===== config.mk =====
export PLATFORM = sky130hd
export DESIGN_NAME = chkt_ctrl
export DESIGN_NICKNAME = d
export VERILOG_FILES = /design/src/design/chkt_pkg.sv /design/src/design/chkt_ctrl.sv
export SDC_FILE = /design/constraint.sdc
export NUM_CORES = 1
export LEC_CHECK = 0
export BUFFER_PORTS_ARGS = -buffer_cell sky130_fd_sc_hd__buf_2
export CAP_MARGIN = 20
export CORE_ASPECT_RATIO = 1.1
export CORE_MARGIN = 4
export CORE_UTILIZATION = 30
export DETAILED_ROUTE_END_ITERATION = 8
export PLACE_DENSITY_LB_ADDON = 0.1
export SKIP_CTS_REPAIR_TIMING = 1
export SLEW_MARGIN = 25
export SYNTH_ARGS = -nofsm -noshare
export SYNTH_HDL_FRONTEND = slang
export SYNTH_SLANG_ARGS = --single-unit

===== constraint.sdc =====
create_clock -name i_clk -period 3.4 [get_ports i_clk]
set_input_delay 0.34 -clock i_clk [delete_from_list [all_inputs] [get_ports i_clk]]
set_output_delay 0.34 -clock i_clk [all_outputs]
set_load 0.05 [all_outputs]

===== src/design/chkt_pkg.sv =====
package chkt_pkg;

    // Default geometry
    localparam int MAX_BUCKETS_DEF  = 256;
    localparam int POOL_ENTRIES_DEF = 1024;

    // Field widths
    localparam int KIND_W   = 2;
    localparam int KEY_W    = 31;
    localparam int VAL_W    = 64;
    localparam int STATUS_W = 2;
    localparam int COUNT_W  = 11;
    localparam int CFG_W    = 9;

    // Bucket remainder divider: DIV_BITS dividend bits per cycle
    localparam int DIV_BITS  = 4;
    localparam int DIV_STEPS = 8;
    localparam int DIV_W     = DIV_BITS * DIV_STEPS;
    localparam int DCW       = $clog2(DIV_STEPS);

    // Operation codes; the spare code behaves as a lookup
    localparam logic [KIND_W-1:0] KIND_INSERT     = 2'd0;
    localparam logic [KIND_W-1:0] KIND_REMOVE     = 2'd1;
    localparam logic [KIND_W-1:0] KIND_LOOKUP     = 2'd2;
    localparam logic [KIND_W-1:0] KIND_LOOKUP_ALT = 2'd3;

    // Status codes
    localparam logic [STATUS_W-1:0] ST_DONE     = 2'd0;
    localparam logic [STATUS_W-1:0] ST_NOCHANGE = 2'd1;
    localparam logic [STATUS_W-1:0] ST_FULL     = 2'd2;

    // Controller to datapath commands
    typedef struct packed {
        logic in_ready;
        logic clr_step;
        logic div_step;
        logic head_rd;
        logic walk_load;
        logic walk_rd;
        logic walk_adv;
        logic hit_set;
        logic act;
        logic free_rd;
        logic ins_a;
        logic ins_b;
        logic rem_wr;
        logic res_load;
    } t_cmd;

    // Datapath to controller status
    typedef struct packed {
        logic in_beat;
        logic cfg_beat;
        logic clr_last;
        logic div_last;
        logic cur_none;
        logic key_match;
        logic hit;
        logic full;
        logic kind_ins;
        logic kind_rem;
        logic tail_none;
        logic out_free;
    } t_sts;

endpackage


===== src/design/chkt_ctrl.sv =====
module chkt_ctrl import chkt_pkg::*; (
    input  logic i_clk,
    input  logic i_rst_n,
    input  t_sts i_sts,
    output t_cmd o_cmd
);
    typedef enum logic [12:0] {
        S_CLEAR = 13'b0000000000001,
        S_IDLE  = 13'b0000000000010,
        S_DIV   = 13'b0000000000100,
        S_HEAD  = 13'b0000000001000,
        S_HWAIT = 13'b0000000010000,
        S_WRD   = 13'b0000000100000,
        S_WCMP  = 13'b0000001000000,
        S_ACT   = 13'b0000010000000,
        S_FREE  = 13'b0000100000000,
        S_INS_A = 13'b0001000000000,
        S_INS_B = 13'b0010000000000,
        S_REM   = 13'b0100000000000,
        S_DONE  = 13'b1000000000000
    } t_state;

    t_state r_state;
    t_state n_state;

    // Next state and commands
    always_comb begin
        n_state = r_state;
        o_cmd   = '0;
        case (r_state)
            S_CLEAR: begin
                o_cmd.clr_step = 1'b1;
                if (i_sts.clr_last) n_state = S_IDLE;
            end
            S_IDLE: begin
                o_cmd.in_ready = 1'b1;
                if (i_sts.in_beat) n_state = S_DIV;
            end
            S_DIV: begin
                o_cmd.div_step = 1'b1;
                if (i_sts.div_last) n_state = S_HEAD;
            end
            S_HEAD: begin
                o_cmd.head_rd = 1'b1;
                n_state = S_HWAIT;
            end
            S_HWAIT: begin
                o_cmd.walk_load = 1'b1;
                n_state = S_WRD;
            end
            S_WRD: begin
                if (i_sts.cur_none) begin
                    n_state = S_ACT;
                end else begin
                    o_cmd.walk_rd = 1'b1;
                    n_state = S_WCMP;
                end
            end
            S_WCMP: begin
                if (i_sts.key_match) begin
                    o_cmd.hit_set = 1'b1;
                    n_state = S_ACT;
                end else begin
                    o_cmd.walk_adv = 1'b1;
                    n_state = S_WRD;
                end
            end
            S_ACT: begin
                o_cmd.act = 1'b1;
                if (i_sts.kind_ins && !i_sts.hit && !i_sts.full) begin
                    o_cmd.free_rd = 1'b1;
                    n_state = S_FREE;
                end else if (i_sts.kind_rem && i_sts.hit) begin
                    n_state = S_REM;
                end else begin
                    n_state = S_DONE;
                end
            end
            S_FREE: begin
                n_state = S_INS_A;
            end
            S_INS_A: begin
                o_cmd.ins_a = 1'b1;
                n_state = i_sts.tail_none ? S_DONE : S_INS_B;
            end
            S_INS_B: begin
                o_cmd.ins_b = 1'b1;
                n_state = S_DONE;
            end
            S_REM: begin
                o_cmd.rem_wr = 1'b1;
                n_state = S_DONE;
            end
            S_DONE: begin
                if (i_sts.out_free) begin
                    o_cmd.res_load = 1'b1;
                    n_state = S_IDLE;
                end
            end
            default: begin
                n_state = S_CLEAR;
            end
        endcase
        // A bucket count write restarts the clearing pass
        if (i_sts.cfg_beat) n_state = S_CLEAR;
    end

    always_ff @(posedge i_clk) begin
        if (!i_rst_n) begin
            r_state <= S_CLEAR;
        end else begin
            r_state <= n_state;
        end
    end
endmodule


==> reports/results.ini <==
[timing]
setup_tns_ns = 0
fin_crit_sh_pct = 75.52
setup_viol_count_final = 0
hold_violations = 0
finalCriticalPeriod_ns = 2.568
worst_slack_ns = 0.8324
hold-worst-slack_ns = 0.2339
rsz0062_at_grt = false
timing.fmax_ghz = 0.3895
tightestPinTransition_ns = 0.6264
finalClockSkew_ns = 0.004323
maxSlewViolCount = 0
slew_headroom_pct = 57.92

[min_path]
hold_end = r_state[10]$_SDFFE_PP0P_
hold_class = in -> reg
hold_depth = 2
worstHoldStart = i_sts[1]

[worst_setup_path]
crit_chain = nor4_4, nand3_4, or3_4, nor4b_1, buf_2
crit_arrival_ns = 2.23
worstSetupEndpointType = output port
cpPeakStageDelay_ns = 0.43
reg2reg_to = r_state[2]$_SDFFE_PP0P_
path_buf_inv = 1
r2r_cells = 5
r2r_slack_ns = 1.38
path_max_fanout = 9
worstSetupStartpointType = register
crit_required_ns = 3.06
setup.worst_path.class = reg -> out
slowest_stage = nor4_4
r2r_start = r_state[9]$_SDFFE_PP0P_
path_delay_family = simple AND/OR/NAND/NOR gates

[final_layout]
max_flop_register = r_state
area_delta_synth_final_pct = 12.89
drive_gt1_share_pct = 27.97
final_nets = 158
largestRegisters = r_state x13
final_common_cell = buf_2
layout_common_cells = buf_2, nor2_1, dfxtp_1
final_cell_count_no_fill = 177
largest_reg_flops = 13
diodes = 0

[floorplanning]
die_area_mm2 = 0.004283
die_y_um = 68.24
start_util_pct = 31.92
io_pins = 28
coreArea_mm2 = 0.003100
rows = 21
dieWidth_um = 62.77

[synthesis]
synthesis.nets = 134
synth_cell_types = 42
yosys.area.top_type_share_pct = 26.30
synth-edff-count = 0
avgSynthCellArea_um2 = 8.247
synthArstFlopShare_pct = 0
ys_seq_area_share_pct = 26.30
ys.flop_type = dfxtp_1
yosysTopAreaCell = dfxtp_1
syn_area_um2 = 989.7
yosysWarnings = 0
synth.top_cells.by_area = dfxtp_1, nor2_1, buf_6, nor4b_1, nor3_1
synth_seq_cells = 13
synthCells = 120

[place]
dp_worst_setup_slack_ns = 1.135
dp_cells = 173
gp_congestion = 0.7824
dp_hpwl_mm = 1.873
io_buffers = 27

[global_routing]
grt_overflow = 0
grt_max_degree = 14
antenna_found_initial = 0
track_usage_pct = 12.30
use_met1_pct = 16.42
busiest_layer = met2
grt_util_met3_pct = 2.463
first_global_vias = 887
grt_pass1_wl_mm = 4.146
grt_use_met2_pct = 19.17

[clock_network]
cts_tree = done
worstSkewPairLatency_ns = 0.28
clock_path_buffers = 2
clk_pin_slew_worst_paths_ns = 0.09
htree_levels = 1
numCtsBuffers = 3
cts_num_sinks = 13
cts-root-buf = clkbuf_4

[pwr]
p_per_area_mw_per_mm2 = 273.2
ir_drop_uv = 108.5
power_leakage_uw = 0.0004854

[run_status]
outcome = finished clean

[routing]
wirelength_mm = 2.503
routedWlPerCell_um = 14.14
vias = 938
antenna_left = 0
drt_iter0_drc = 27
drc = 0
vias_per_cell = 5.299
first_pass_iters = 4

[job]
drv_cap = 0

## through the flow
| step | power, uW | cell area (um^2) | utilization [%] |
|---|---|---|---|
| 2_1_floorplan | 193.0 | 989.7 | - |
| 3_3_place_gp | 208.7 | 1091 | 35.19 |
| 3_5_place_dp | 209.0 | 1091 | 35.19 |
| 4_1_cts | 313.0 | 1117 | 36.04 |
| 5_1_grt | 324.3 | 1117 | 36.04 |
| 6_report | 305.3 | 1117 | 36.04 |
## synthesized netlist by cell type (all sizes together), types with 2 or more instances
library cell and instances:
and3 5, nand2b 2, nand4b 2, or3 4
xor2 4, xnor2 2, nor4 3, nor2 17
inv 4, nor3 7, mux2i 2, dfxtp 13
and2 2, nand3 6, nor4b 7, nand2 6
nand4 2, a21oi 4, nand3b 2, o21ai 3
buf 8, nor2b 2
## worst register-to-register path, stage by stage, from the launching register on
cell,delay (ns)
dfxtp_1,0.40
nor2_1,0.46
nand3_1,0.21
o32ai_1,0.54
mux2i_1,0.24
nor2_1,0.05
## cell type report
class                           instances  area [um^2]
Clock buffer                            4        26.28
Inverter                                4        15.01
Sequential cell                        13        260.3
Tap cell                               34        42.54
Multi-Input combinational cell         95        638.1
Fill cell                             350         1983
Timing Repair Buffer                   27        135.1
## cells by family after synthesis
| kind of cell | Yosys count | synth area share [%] |
|---|---|---|
| AO/OA/AOI/OAI | 15 | 10.24 |
| XOR/XNOR | 6 | 5.310 |
| buffers and inverters | 12 | 9.227 |
| AND/OR/NAND/NOR | 72 | 46.90 |
| flip-flops | 13 | 26.30 |
| multiplexers | 2 | 2.023 |
## worst max path at each step
stage               end               startpoint  cells after the start
2_1_floorplan  o_cmd[1]  r_state[4]$_SDFFE_PP0P_                      5
3_3_place_gp   o_cmd[1]  r_state[4]$_SDFFE_PP0P_                      5
3_5_place_dp   o_cmd[1]  r_state[4]$_SDFFE_PP0P_                      5
4_1_cts        o_cmd[1]  r_state[4]$_SDFFE_PP0P_                      5
5_1_grt        o_cmd[9]  r_state[9]$_SDFFE_PP0P_                      4
6_report       o_cmd[1]  r_state[4]$_SDFFE_PP0P_                      5
## metal layers
metal | wire, um | vias up
li1 | - | 483
met1 | 1253 | 427
met2 | 1067 | 24
met3 | 149 | 4
met4 | 33 | 0
met5 | 0 | -
## power by group
| group | switching, uW | internal [uW] | total [uW] |
|---|---|---|---|
| Sequential | 3.91 | 154 | 158 |
| Clock | 54.7 | 45.5 | 100 |
| Combinational | 27.3 | 20.2 | 47.5 |
| Total | 86.0 | 219 | 305 |
Note: power is estimated with default switching activity, not from simulation.
